`config.mk`:
```
export PLATFORM = sky130hd
export DESIGN_NAME = tgpr_locate
export DESIGN_NICKNAME = d
export VERILOG_FILES = /design/src/design/tile_grid_pixel_renderer_macros.svh /design/src/design/tgpr_pkg.sv /design/src/design/tgpr_locate.sv
export SDC_FILE = /design/constraint.sdc
export NUM_CORES = 1
export LEC_CHECK = 0
export BUFFER_PORTS_ARGS = -buffer_cell sky130_fd_sc_hd__buf_2
export CORE_MARGIN = 2
export CORE_UTILIZATION = 45
export CTS_CLUSTER_SIZE = 16
export DETAILED_ROUTE_END_ITERATION = 10
export PLACE_DENSITY = 0.6
export SYNTH_ARGS = -nofsm -noshare
export SYNTH_HDL_FRONTEND = slang
export SYNTH_SLANG_ARGS = --single-unit
export TNS_END_PERCENT = 1
```
`constraint.sdc`:
```
create_clock -name clock -period 13.5 [get_ports clock]
set_input_delay 1.35 -clock clock [delete_from_list [all_inputs] [get_ports clock]]
set_output_delay 1.35 -clock clock [all_outputs]
set_load 0.02 [all_outputs]
```
`src/design/tile_grid_pixel_renderer_macros.svh`:
```
// Assertion macros shared by the tile grid pixel renderer modules.
`ifndef TILE_GRID_PIXEL_RENDERER_MACROS_SVH
`define TILE_GRID_PIXEL_RENDERER_MACROS_SVH

// Implication that must hold in the same cycle.
`define TGPR_ASSERT_IMP(name, clk, rst, ante, cons, msg) \
   name: assert property (@(posedge clk) disable iff (rst) (ante) |-> (cons)) \
      else $error(msg);

// Implication checked a fixed number of cycles after the trigger.
`define TGPR_ASSERT_LATER(name, clk, rst, ante, dly, cons, msg) \
   name: assert property (@(posedge clk) disable iff (rst) (ante) |-> ##dly (cons)) \
      else $error(msg);

// Condition that must never be seen.
`define TGPR_ASSERT_NEVER(name, clk, rst, cond, msg) \
   name: assert property (@(posedge clk) disable iff (rst) !(cond)) \
      else $error(msg);

`endif

```
`src/design/tgpr_pkg.sv`:
```
// Shared constants, palette and types of the tile grid pixel renderer.
`timescale 1ns / 1ps
package tgpr_pkg;

   // Grid geometry.
   localparam int GRID_COLS = 94;
   localparam int GRID_ROWS = 52;
   localparam int CELL_W    = 10;
   localparam int CELL_H    = 10;
   localparam int BORDER    = 10;

   localparam int STORE_DEPTH = GRID_COLS * GRID_ROWS;
   localparam int ADDR_W      = (STORE_DEPTH > 1) ? $clog2(STORE_DEPTH) : 1;

   // Field widths.
   localparam int COORD_W   = 12;
   localparam int COL_W     = 7;
   localparam int ROW_W     = 6;
   localparam int STATE_W   = 4;
   localparam int ARGB_W    = 32;
   localparam int FRAME_W   = 12;
   localparam int CSR_IDX_W = 1;

   // Grid index width covers up to 256 columns or rows.
   localparam int IDX_W = 8;
   localparam int CMP_W = IDX_W + 1;
   localparam int MUL_W = IDX_W + CMP_W;

   // Reciprocal division: the estimate is low by at most one.
   localparam int DIV_SHIFT = 24;
   localparam int RECIP_W   = 24;
   localparam int PROD_W    = COORD_W + RECIP_W;
   localparam logic [RECIP_W-1:0] RECIP_X = RECIP_W'((1 << DIV_SHIFT) / CELL_W);
   localparam logic [RECIP_W-1:0] RECIP_Y = RECIP_W'((1 << DIV_SHIFT) / CELL_H);

   localparam logic [COORD_W-1:0] BORDER_C = COORD_W'(BORDER);
   localparam logic [COORD_W-1:0] CELL_W_C = COORD_W'(CELL_W);
   localparam logic [COORD_W-1:0] CELL_H_C = COORD_W'(CELL_H);
   localparam logic [COORD_W-1:0] COLS_C   = COORD_W'(GRID_COLS);
   localparam logic [COORD_W-1:0] ROWS_C   = COORD_W'(GRID_ROWS);
   localparam logic [CMP_W-1:0]   COLS_M   = CMP_W'(GRID_COLS);
   localparam logic [CMP_W-1:0]   ROWS_M   = CMP_W'(GRID_ROWS);

   localparam logic [FRAME_W-1:0] FRAME_WIDTH_RST  = 12'd960;
   localparam logic [FRAME_W-1:0] FRAME_HEIGHT_RST = 12'd540;

   localparam logic [ARGB_W-1:0] WHITE_ARGB = 32'hFFFF_FFFF;

   // Colour for each state code; codes past the end code are blank.
   localparam logic [ARGB_W-1:0] PALETTE [16] = '{
      32'h0000_0000, // off
      32'hFFFF_FFFF, // on
      32'h00FF_0000, // wall
      32'h00FF_00FF, // shortcut
      32'h0080_0080, // exit
      32'h0000_FF00, // hub start
      32'h00FF_C0CB, // hub
      32'h0000_CCCC, // area one
      32'h00C8_6464, // area two
      32'h00FF_FF00, // area three
      32'h009B_FF32, // area four
      32'h0037_9B64, // area five
      32'h00FF_8000, // end
      32'h0000_0000,
      32'h0000_0000,
      32'h0000_0000
   };

   typedef enum logic [CSR_IDX_W-1:0] {
      CSR_FRAME_WIDTH  = 1'b0,
      CSR_FRAME_HEIGHT = 1'b1
   } csr_index_type;

   typedef struct packed {
      logic               is_pixel;
      logic [COL_W-1:0]   cell_col;
      logic [ROW_W-1:0]   cell_row;
      logic [STATE_W-1:0] cell_state;
      logic [COORD_W-1:0] pixel_x;
      logic [COORD_W-1:0] pixel_y;
   } item_type;

   typedef struct packed {
      logic               we;
      logic               re;
      logic [ADDR_W-1:0]  addr;
      logic [STATE_W-1:0] wdata;
   } mem_req_type;

   typedef struct packed {
      logic valid;
      logic in_grid;
      logic overlay;
   } pix_tag_type;

endpackage

```
`src/design/tgpr_locate.sv`:
```
// Pixel to grid cell location, overlay test and memory request staging.
`timescale 1ns / 1ps
module tgpr_locate
   import tgpr_pkg::*;
(
   input  logic               clock,
   input  logic               reset,
   input  logic               in_valid,
   input  item_type           in_item,
   input  logic [FRAME_W-1:0] frame_width,
   input  logic [FRAME_W-1:0] frame_height,
   output mem_req_type        mem_req,
   output pix_tag_type        pix_tag
);

   // First stage: offsets, quotient estimates and write address.
   logic               x_ge_in, y_ge_in;
   logic [COORD_W-1:0] dx_in, dy_in;
   logic [PROD_W-1:0]  prod_x, prod_y;
   logic               wr_ok_in;
   logic [MUL_W-1:0]   wr_prod;

   logic               s2_valid_ff;
   logic               s2_pixel_ff;
   logic [COORD_W-1:0] s2_x_ff, s2_y_ff;
   logic [COORD_W-1:0] s2_dx_ff, s2_dy_ff;
   logic [COORD_W-1:0] s2_q0x_ff, s2_q0y_ff;
   logic               s2_x_ge_ff, s2_y_ge_ff;
   logic               s2_wr_ok_ff;
   logic [ADDR_W-1:0]  s2_wr_addr_ff;
   logic [STATE_W-1:0] s2_state_ff;

   always_comb begin
      x_ge_in  = in_item.pixel_x >= BORDER_C;
      y_ge_in  = in_item.pixel_y >= BORDER_C;
      dx_in    = in_item.pixel_x - BORDER_C;
      dy_in    = in_item.pixel_y - BORDER_C;
      prod_x   = PROD_W'(dx_in) * PROD_W'(RECIP_X);
      prod_y   = PROD_W'(dy_in) * PROD_W'(RECIP_Y);
      wr_ok_in = (CMP_W'(in_item.cell_col) < COLS_M) && (CMP_W'(in_item.cell_row) < ROWS_M);
      wr_prod  = MUL_W'(in_item.cell_row) * MUL_W'(COLS_M) + MUL_W'(in_item.cell_col);
   end

   always_ff @(posedge clock) begin
      if (reset) begin
         s2_valid_ff <= 1'b0;
      end else begin
         s2_valid_ff <= in_valid;
      end
   end

   always_ff @(posedge clock) begin
      s2_pixel_ff   <= in_item.is_pixel;
      s2_x_ff       <= in_item.pixel_x;
      s2_y_ff       <= in_item.pixel_y;
      s2_dx_ff      <= dx_in;
      s2_dy_ff      <= dy_in;
      s2_q0x_ff     <= prod_x[DIV_SHIFT +: COORD_W];
      s2_q0y_ff     <= prod_y[DIV_SHIFT +: COORD_W];
      s2_x_ge_ff    <= x_ge_in;
      s2_y_ge_ff    <= y_ge_in;
      s2_wr_ok_ff   <= wr_ok_in;
      s2_wr_addr_ff <= wr_prod[ADDR_W-1:0];
      s2_state_ff   <= in_item.cell_state;
   end

   // Second stage: correct the quotients and test the overlay.
   logic [COORD_W-1:0] mx, my, r0x, r0y, qx, qy;
   logic               fix_x, fix_y, rx_zero, ry_zero;
   logic [COORD_W:0]   x_far, y_far, w_ext, h_ext;
   logic               in_x, in_y, in_grid_in, overlay_in;

   logic               s3_valid_ff;
   logic               s3_pixel_ff;
   logic [IDX_W-1:0]   s3_qx_ff, s3_qy_ff;
   logic               s3_in_grid_ff;
   logic               s3_overlay_ff;
   logic               s3_wr_ok_ff;
   logic [ADDR_W-1:0]  s3_wr_addr_ff;
   logic [STATE_W-1:0] s3_state_ff;

   always_comb begin
      mx      = s2_q0x_ff * CELL_W_C;
      my      = s2_q0y_ff * CELL_H_C;
      r0x     = s2_dx_ff - mx;
      r0y     = s2_dy_ff - my;
      fix_x   = r0x >= CELL_W_C;
      fix_y   = r0y >= CELL_H_C;
      qx      = fix_x ? s2_q0x_ff + 1'b1 : s2_q0x_ff;
      qy      = fix_y ? s2_q0y_ff + 1'b1 : s2_q0y_ff;
      rx_zero = fix_x ? (r0x == CELL_W_C) : (r0x == '0);
      ry_zero = fix_y ? (r0y == CELL_H_C) : (r0y == '0);

      // x <= w - BORDER is tested as x + BORDER <= w to stay unsigned.
      x_far = {1'b0, s2_x_ff} + {1'b0, BORDER_C};
      y_far = {1'b0, s2_y_ff} + {1'b0, BORDER_C};
      w_ext = {1'b0, frame_width};
      h_ext = {1'b0, frame_height};
      in_x  = s2_x_ge_ff && (x_far <= w_ext);
      in_y  = s2_y_ge_ff && (y_far <= h_ext);

      in_grid_in = s2_x_ge_ff && s2_y_ge_ff && (qx < COLS_C) && (qy < ROWS_C);
      overlay_in = in_x && in_y &&
                   (rx_zero || ry_zero || (x_far == w_ext) || (y_far == h_ext));
   end

   always_ff @(posedge clock) begin
      if (reset) begin
         s3_valid_ff <= 1'b0;
      end else begin
         s3_valid_ff <= s2_valid_ff;
      end
   end

   always_ff @(posedge clock) begin
      s3_pixel_ff   <= s2_pixel_ff;
      s3_qx_ff      <= qx[IDX_W-1:0];
      s3_qy_ff      <= qy[IDX_W-1:0];
      s3_in_grid_ff <= in_grid_in;
      s3_overlay_ff <= overlay_in;
      s3_wr_ok_ff   <= s2_wr_ok_ff;
      s3_wr_addr_ff <= s2_wr_addr_ff;
      s3_state_ff   <= s2_state_ff;
   end

   // Third stage: form the memory request.
   logic [MUL_W-1:0] pix_prod;
   mem_req_type      mem_req_in;
   pix_tag_type      pix_tag_in;
   mem_req_type      mem_req_ff;
   pix_tag_type      pix_tag_ff;

   always_comb begin
      pix_prod         = MUL_W'(s3_qy_ff) * MUL_W'(COLS_M) + MUL_W'(s3_qx_ff);
      mem_req_in.we    = s3_valid_ff && !s3_pixel_ff && s3_wr_ok_ff;
      mem_req_in.re    = s3_valid_ff && s3_pixel_ff && s3_in_grid_ff;
      mem_req_in.wdata = s3_state_ff;
      if (s3_pixel_ff) begin
         mem_req_in.addr = s3_in_grid_ff ? pix_prod[ADDR_W-1:0] : '0;
      end else begin
         mem_req_in.addr = s3_wr_ok_ff ? s3_wr_addr_ff : '0;
      end
      pix_tag_in.valid   = s3_valid_ff && s3_pixel_ff;
      pix_tag_in.in_grid = s3_in_grid_ff;
      pix_tag_in.overlay = s3_overlay_ff;
   end

   always_ff @(posedge clock) begin
      if (reset) begin
         mem_req_ff <= '0;
         pix_tag_ff <= '0;
      end else begin
         mem_req_ff <= mem_req_in;
         pix_tag_ff <= pix_tag_in;
      end
   end

   assign mem_req = mem_req_ff;
   assign pix_tag = pix_tag_ff;

endmodule

```
==> impl_results.md, run 1 <==
* Register-to-Register Path Depth at 19
* Post-synthesis register bit count at 146
* R2R setup slack at 8.30 ns
* Startpoint Class: input port
* Gpl congestion at 0.831
* Most frequent cell after synthesis: inv_1
* Ant. Diodes at 0
* GRT Overall Usage at 17.8%
* Post-synth EDFFs at 0
* Initial core utilization at 45.3%
* Fin crit share at 55.4%
* Run status: completed
* PostCTS Resize Cnt at 0
* Cells after synthesis at 1443
* Crit path DAT at 7.80 ns
* Num CTS Buffers at 17
* Synthesis warning total at 0
* CP Data Required Time at 13.82 ns
* Vias in the first global route at 9822
* Core Area at 30300 sq um
* Routed wl met2 at 12000 um
* Post-layout util at 50.4%
* Pin count of the biggest net entering global routing at 23
* M1 WL at 13100 um
* Clock period minus worst slack at 7.48 ns
* Via density at 4.93
* Cell Area, Synth at 13800 sq um
* DR vias at 9650
* TritonCTS clock tree: built
* Dpl cells at 1925
* CTS sink count at 146
* RSZ-0062 raised after global routing: false
* Worst Hold Path EP: s3_wr_addr_ff[8]
* Worst reg2reg path startpoint: s2_q0x_ff[3]
* Post CTS Setup Buffer Count at 0
* # IOs at 91
* Max-Cap Viols at 0
* Max clock buf depth at 2
* Synth area leaders: ha_1, dfxtp_1, fa_1
* Clock root buffer: clkbuf_16
* DRT iter0 DRCs at 275
* Slew HR at 50.0%
* WHS at 0.326 ns
* 1st-pass router iterations at 4
* Reg2Reg Capture Point: s3_in_grid_ff
* Worst Hold Depth at 0
* Register area at 2920 sq um
* GR Overflow Total at 0
* Post-synth top area cell: ha_1
* CTS Hold Bufs at 0
* Fraction of layout cells with a size suffix above 1 at 8.97%
* Final WL at 26200 um
* # port buffers at 90
* Worst-margin pin slew at 0.749 ns
* Critical Path Sink Type: flip-flop
* Num rows at 64
* Max frequency at 134 MHz
* Final count of hold timing violations at 0
* Clock skew at 0.0106 ns
* Setup TNS at 0 ns
* Met3 wire len at 807 um
* Top_reg_cell synth: dfxtp_1
* Layout Cells excl Fill at 1957
* Syn_nets at 1899
* Most frequent cells after synthesis: inv_1, ha_1, dfxtp_1
* Die ar. at 32000 sq um
* Distinct cells, synth at 72
* P&R area growth vs syn at 11.2%
* Final nets at 2004
* Slew Limit Fails at 0
* HPWL Detailed at 22500 um
* Worst-path fanout max at 6
* Clock-pin slew on the worst setup and hold paths at 0.06 ns
* Post-Syn Area per Cell at 9.53 sq um
* Filler cells at 2813
* Chip width at 179 um
* WL/cell at 13.4 um
* Startpoint of the worst hold path: s2_wr_addr_ff[8]
* Clk_lat worst skew at 0.44 ns
* First-pass GRT wire length at 45700 um
* Final antenna-violating net count at 0
* Setup CP Type: input port to flip-flop
* Final setup vio count at 0
* Area of the multi-input gates at 9700 sq um
* Sequential share of the synthesized area at 21.2%
* Top cell type's share of synthesized area at 25.2%
* FFs w/ async S/R, synth at 0%
* # DRC at 0
* Die H at 179 um
* Hold Path Class: flip-flop to flip-flop
* Top Metal Used: met4
* Antenna violations before repair at 0
* H-tree Lvls at 4
-- stage by stage --
stage	area [sq um]	setup WS (ns)
6_report	15300	6.02
5_1_grt	15300	5.47
4_1_cts	15300	6.04
3_5_place_dp	14700	5.61
3_3_place_gp	14700	5.77
2_1_floorplan	13800	6.39
-- per-layer routing --
metal	vias up	track usage [%]
met5	-	0
met4	0	4.64
met3	27	3.01
met2	123	29.5
met1	4497	24.1
li1	5003	-
-- worst max-delay path by stage --
| stage | start | end | slack [ns] | cells past startpoint |
|---|---|---|---|---|
| final | in_item[13] | s2_q0x_ff[8] | 6.02 | 27 |
| after CTS | in_item[13] | s2_q0x_ff[8] | 6.04 | 27 |
| after detailed placement | in_item[13] | s2_q0x_ff[8] | 5.61 | 27 |
| after global routing | in_item[13] | s2_q0x_ff[8] | 5.47 | 27 |
| after floorplan | in_item[16] | s2_q0x_ff[8] | 6.39 | 24 |
| after global placement | in_item[13] | s2_q0x_ff[8] | 5.77 | 27 |
-- flip-flops by register name (all words and copies together), names as in the netlist, 3 cells and up --
name,cells
s2_y_ff,11
s3_wr_addr_ff,13
s2_x_ff,11
s2_dx_ff,12
mem_req,19
s2_wr_addr_ff,13
s3_qy_ff,8
s3_state_ff,4
s2_state_ff,4
s2_q0y_ff,9
s3_qx_ff,8
pix_tag,3
s2_q0x_ff,9
s2_dy_ff,12
-- kinds of logic after synthesis --
kind of cell             count (synthesis)  synth area share (%)
AO/OA/AOI/OAI                          235                  11.5
XOR/XNOR                               130                  8.48
adder cells (fa/ha/maj)                387                  41.2
buffers and inverters                  302                  8.24
flip-flops                             146                  21.2
multiplexers                             6                 0.464
AND/OR/NAND/NOR                        237                  8.90
-- layout make-up --
class                   count  area share (%)
repair buffers             90            2.95
clock inverters            14            1.14
flip-flops and latches    146            19.1
well taps                 396            3.24
clock buffers              18            2.81
inverters                 298            7.32
multi-input cells         995            63.4
-- placed cells by master (no fill, tap or decap), types with 15 or more instances in the layout --
cell	n
o21ai_0	41
nor2_1	58
o21bai_1	15
xnor2_1	80
buf_2	90
dfxtp_1	146
clkbuf_16	17
inv_1	298
ha_1	277
o21a_1	16
nand2_1	48
nand3_1	23
nor3_1	17
fa_1	110
xor2_1	48
a21oi_1	69
nor2b_1	24
a21o_1	22
-- critical path: stages --
cell and delay, ns:
buf_2 0.14, inv_1 0.11, ha_1 0.20, nor2b_1 0.08
or3_1 0.38, or4_1 0.43, xnor2_1 0.45, xor2_1 0.25
inv_1 0.09, fa_1 0.48, inv_1 0.10, fa_1 0.46
fa_1 0.52, inv_1 0.05, fa_1 0.54, inv_1 0.06
ha_1 0.30, o21ai_0 0.11, a211oi_1 0.29, o221a_2 0.23
o22ai_1 0.08, o21ai_0 0.21, a21oi_1 0.13, o31ai_1 0.42
o21a_1 0.18, nor2_1 0.05, xnor2_1 0.11
Power of run 1 is not shown: default switching activity piles up to over one toggle a cycle in this logic, so the estimate is an artifact.
==> run 2, diff against run 1 <==
--- a/config.mk
+++ b/config.mk
@@ -5,6 +5,7 @@
 export SDC_FILE = /design/constraint.sdc
 export NUM_CORES = 1
 export LEC_CHECK = 0
+export ABC_AREA = 1
 export BUFFER_PORTS_ARGS = -buffer_cell sky130_fd_sc_hd__buf_2
 export CORE_MARGIN = 2
 export CORE_UTILIZATION = 45
==> constraint.sdc (replaced) <==
create_clock -name clock -period 7.2 [get_ports clock]
set_input_delay 0.72 -clock clock [delete_from_list [all_inputs] [get_ports clock]]
set_output_delay 0.72 -clock clock [all_outputs]
set_load 0.02 [all_outputs]
==> impl_results.md, run 2 <==
* Critical Path Sink Type: flip-flop
* Worst-path fanout max at 5 (-1)
* Gpl congestion at 0.875 (+5.2%)
* Top cell type's share of synthesized area at 22.8% (-2.4 points)
* Main combinational cell family by area after synthesis: adder cells
* Register area at 2920 sq um (unchanged)
* Filler cells at 3318 (+18%)
* H-tree Lvls at 4 (unchanged)
* Slew HR at 64.5% (+15 points)
* GRT Overall Usage at 19.9% (+2.1 points)
* 1st-pass router iterations at 7 (+3)
* Area of the multi-input gates at 10500 sq um (+8.6%)
* GR Overflow Total at 0 (unchanged)
* DRT iter0 DRCs at 508 (+85%)
* Cell Area, Synth at 15200 sq um (+10%)
* Final setup vio count at 0 (unchanged)
* # IOs at 91 (unchanged)
* # port buffers at 90 (unchanged)
* Worst-margin pin slew at 0.526 ns (-0.223 ns)
* Clock period minus worst slack at 6.29 ns
* Hold Path Class: flip-flop to flip-flop
* Syn_nets at 2374 (+25%)
* Final nets at 2484 (+24%)
* Die H at 188 um (+4.9%)
* # DRC at 0 (unchanged)
* FFs w/ async S/R, synth at 0% (unchanged)
* Dpl cells at 2457 (+28%)
* Initial core utilization at 45.5% (+0.18 points)
* Slowest CP cell: fa_1
* DR vias at 12000 (+25%)
* WL/cell at 13.1 um (-2.0%)
* Fin crit share at 87.3%
* Vias in the first global route at 12300 (+25%)
* Max-Cap Viols at 0 (unchanged)
* PostCTS Resize Cnt at 0 (unchanged)
* Slew Limit Fails at 0 (unchanged)
* CTS sink count at 146 (unchanged)
* Delay-heaviest family, CP: adder cells
* Startpoint Class: input port
* TritonCTS clock tree: built
* Ant. Diodes at 0 (unchanged)
* Synthesis warning total at 0 (unchanged)
* Area share of fa/ha/maj cells after synthesis at 37.3% (-3.9 points)
* Distinct cells, synth at 54 (-25%)
* Die ar. at 35200 sq um (+10%)
* Crit path DAT at 6.60 ns (-1.20 ns)
* Final antenna-violating net count at 0 (unchanged)
* Post-synthesis xor/xnor area fraction at 6.45% (-2.0 points)
* Layout Cells excl Fill at 2489 (+27%)
* Most frequent cells after synthesis: inv_1, nand2_1, ha_1
* First-pass GRT wire length at 57300 um (+26%)
* Post CTS Setup Buffer Count at 0 (unchanged)
* Final count of hold timing violations at 0 (unchanged)
* HPWL Detailed at 28400 um (+26%)
* Startpoint of the worst hold path: s2_state_ff[3]
* Most frequent cells in the layout: inv_1, nand2_1, ha_1
* Num rows at 67 (+4.7%)
* Clock skew at 0.0133 ns (+0.00270 ns)
* Clk_lat worst skew at 0.44 ns (about the same)
* Crit path buffers/inverters at 5 (-1)
* Top_reg_cell synth: dfxtp_1
* Setup CP Type: input port to flip-flop
* Antenna violations before repair at 0 (unchanged)
* Max frequency at 159 MHz
* Post-synth top area cell: ha_1
* Num CTS Buffers at 17 (unchanged)
* Sequential share of the synthesized area at 19.3% (-2.0 points)
* RSZ-0062 raised after global routing: false
* Core Area at 33400 sq um (+9.9%)
* Pin count of the biggest net entering global routing at 25 (+8.7%)
* Post-synthesis mux area share at 0% (-0.46 points)
* Max reg flops at 19 (unchanged)
* Crit-path max cell delay at 0.57 ns (+0.03 ns)
* Synth Area in Compound Gates at 8.64% (-2.8 points)
* Clock-pin slew on the worst setup and hold paths at 0.07 ns (about the same)
* Post-synth EDFFs at 0 (unchanged)
* Fraction of layout cells with a size suffix above 1 at 8.18% (-0.79 points)
* Chip width at 188 um (+4.9%)
* CTS Hold Bufs at 0 (unchanged)
* Post-Syn Area per Cell at 7.91 sq um (-17%)
* P&R area growth vs syn at 10.9%
* Final WL at 32700 um (+25%)
* Worst reg2reg path startpoint: s2_q0x_ff[3]
* Clock root buffer: clkbuf_16
* Synth area leaders: ha_1, dfxtp_1, fa_1
* Cells after synthesis at 1918 (+33%)
* Run status: completed
* Via density at 4.83 (-2.0%)
* Setup TNS at 0 ns (unchanged)
* CP Data Required Time at 7.51 ns (-6.31 ns)
* Post-synthesis register bit count at 146 (unchanged)
* Post-Synth Simple-Gate Area at 16.9% (+8.0 points)
* CP Launch Point: in_item[13]
* Max clock buf depth at 2 (unchanged)
* Most frequent cell after synthesis: inv_1
* Most common cell after layout, fill and taps aside: inv_1
-- run 2: cell types whose count changed after synthesis, moves of 10 or more --
| cell | before | now |
|---|---|---|
| nand3_1 | 23 | 61 |
| xnor2_1 | 80 | 31 |
| o21ai_0 | 41 | 51 |
| nand2_1 | 48 | 299 |
| a21o_1 | 22 | 9 |
| inv_1 | 298 | 445 |
| xor2_1 | 48 | 79 |
| nor2b_1 | 24 | 0 |
| a21oi_1 | 69 | 121 |
| o21a_1 | 16 | 4 |
| nand4_1 | 9 | 27 |
| nor2_1 | 58 | 129 |
-- run 2: path summary, 6_finish.rpt --
path                    endpoint  slack (ns)  cells past startpoint
setup / recovery    s2_q0x_ff[8]        0.91                     26
hold / removal    s3_state_ff[3]        0.33                      0
setup reg to reg   s3_in_grid_ff        3.11                     26
hold reg to reg   s3_state_ff[3]        0.33                      0
-- run 2: cell type report --
class	count	share of cell area (%)
multi-input cells	1314	62.6
flip-flops and latches	146	17.4
inverters	454	10.1
well taps	448	3.33
repair buffers	95	2.90
clock buffers	17	2.53
clock inverters	15	1.21
-- run 2: layer usage --
| metal | up-vias | part of all wire (%) | track usage [%] | wire (um) |
|---|---|---|---|---|
| met2 | 195 | 44 | 32.7 | 14500 |
| met4 | 0 | 1.2 | 4.54 | 403 |
| met3 | 26 | 3.8 | 3.22 | 1230 |
| met1 | 5494 | 51 | 27.4 | 16500 |
| met5 | - | 0 | 0 | 0 |
| li1 | 6310 | - | - | - |
-- run 2: logic make-up (layout without fill, tap and decap cells) --
family | count (synthesis) | after routing
buf+inv | 458 | 581
simple gates | 585 | 585
flops | 146 | 146
xor+xnor | 111 | 111
compound gates | 231 | 231
fa+ha+maj | 387 | 387
-- run 2: metrics by stage --
step / area [sq um] / util, % / worst slack, ns / hold WS, ns
floorplan: 15200 / - / 1.32 / 0.310
global placement: 16200 / 48.6 / 0.656 / 0.310
detailed placement: 16200 / 48.6 / 0.543 / 0.312
CTS: 16800 / 50.5 / 0.977 / 0.329
global route: 16800 / 50.5 / 0.343 / 0.333
finish: 16800 / 50.5 / 0.913 / 0.328
-- run 2: worst reg2reg max path, delay by kind of cell (launching register included) --
family / cells / cell delay, ns
AO/OA/AOI/OAI: 2 / 0.28
XOR/XNOR: 1 / 0.20
adder cells (fa/ha/maj): 4 / 1.27
buffers and inverters: 1 / 0.04
flip-flops: 1 / 0.53
AND/OR/NAND/NOR: 18 / 1.66
Power of run 2 is left out for the same reason.
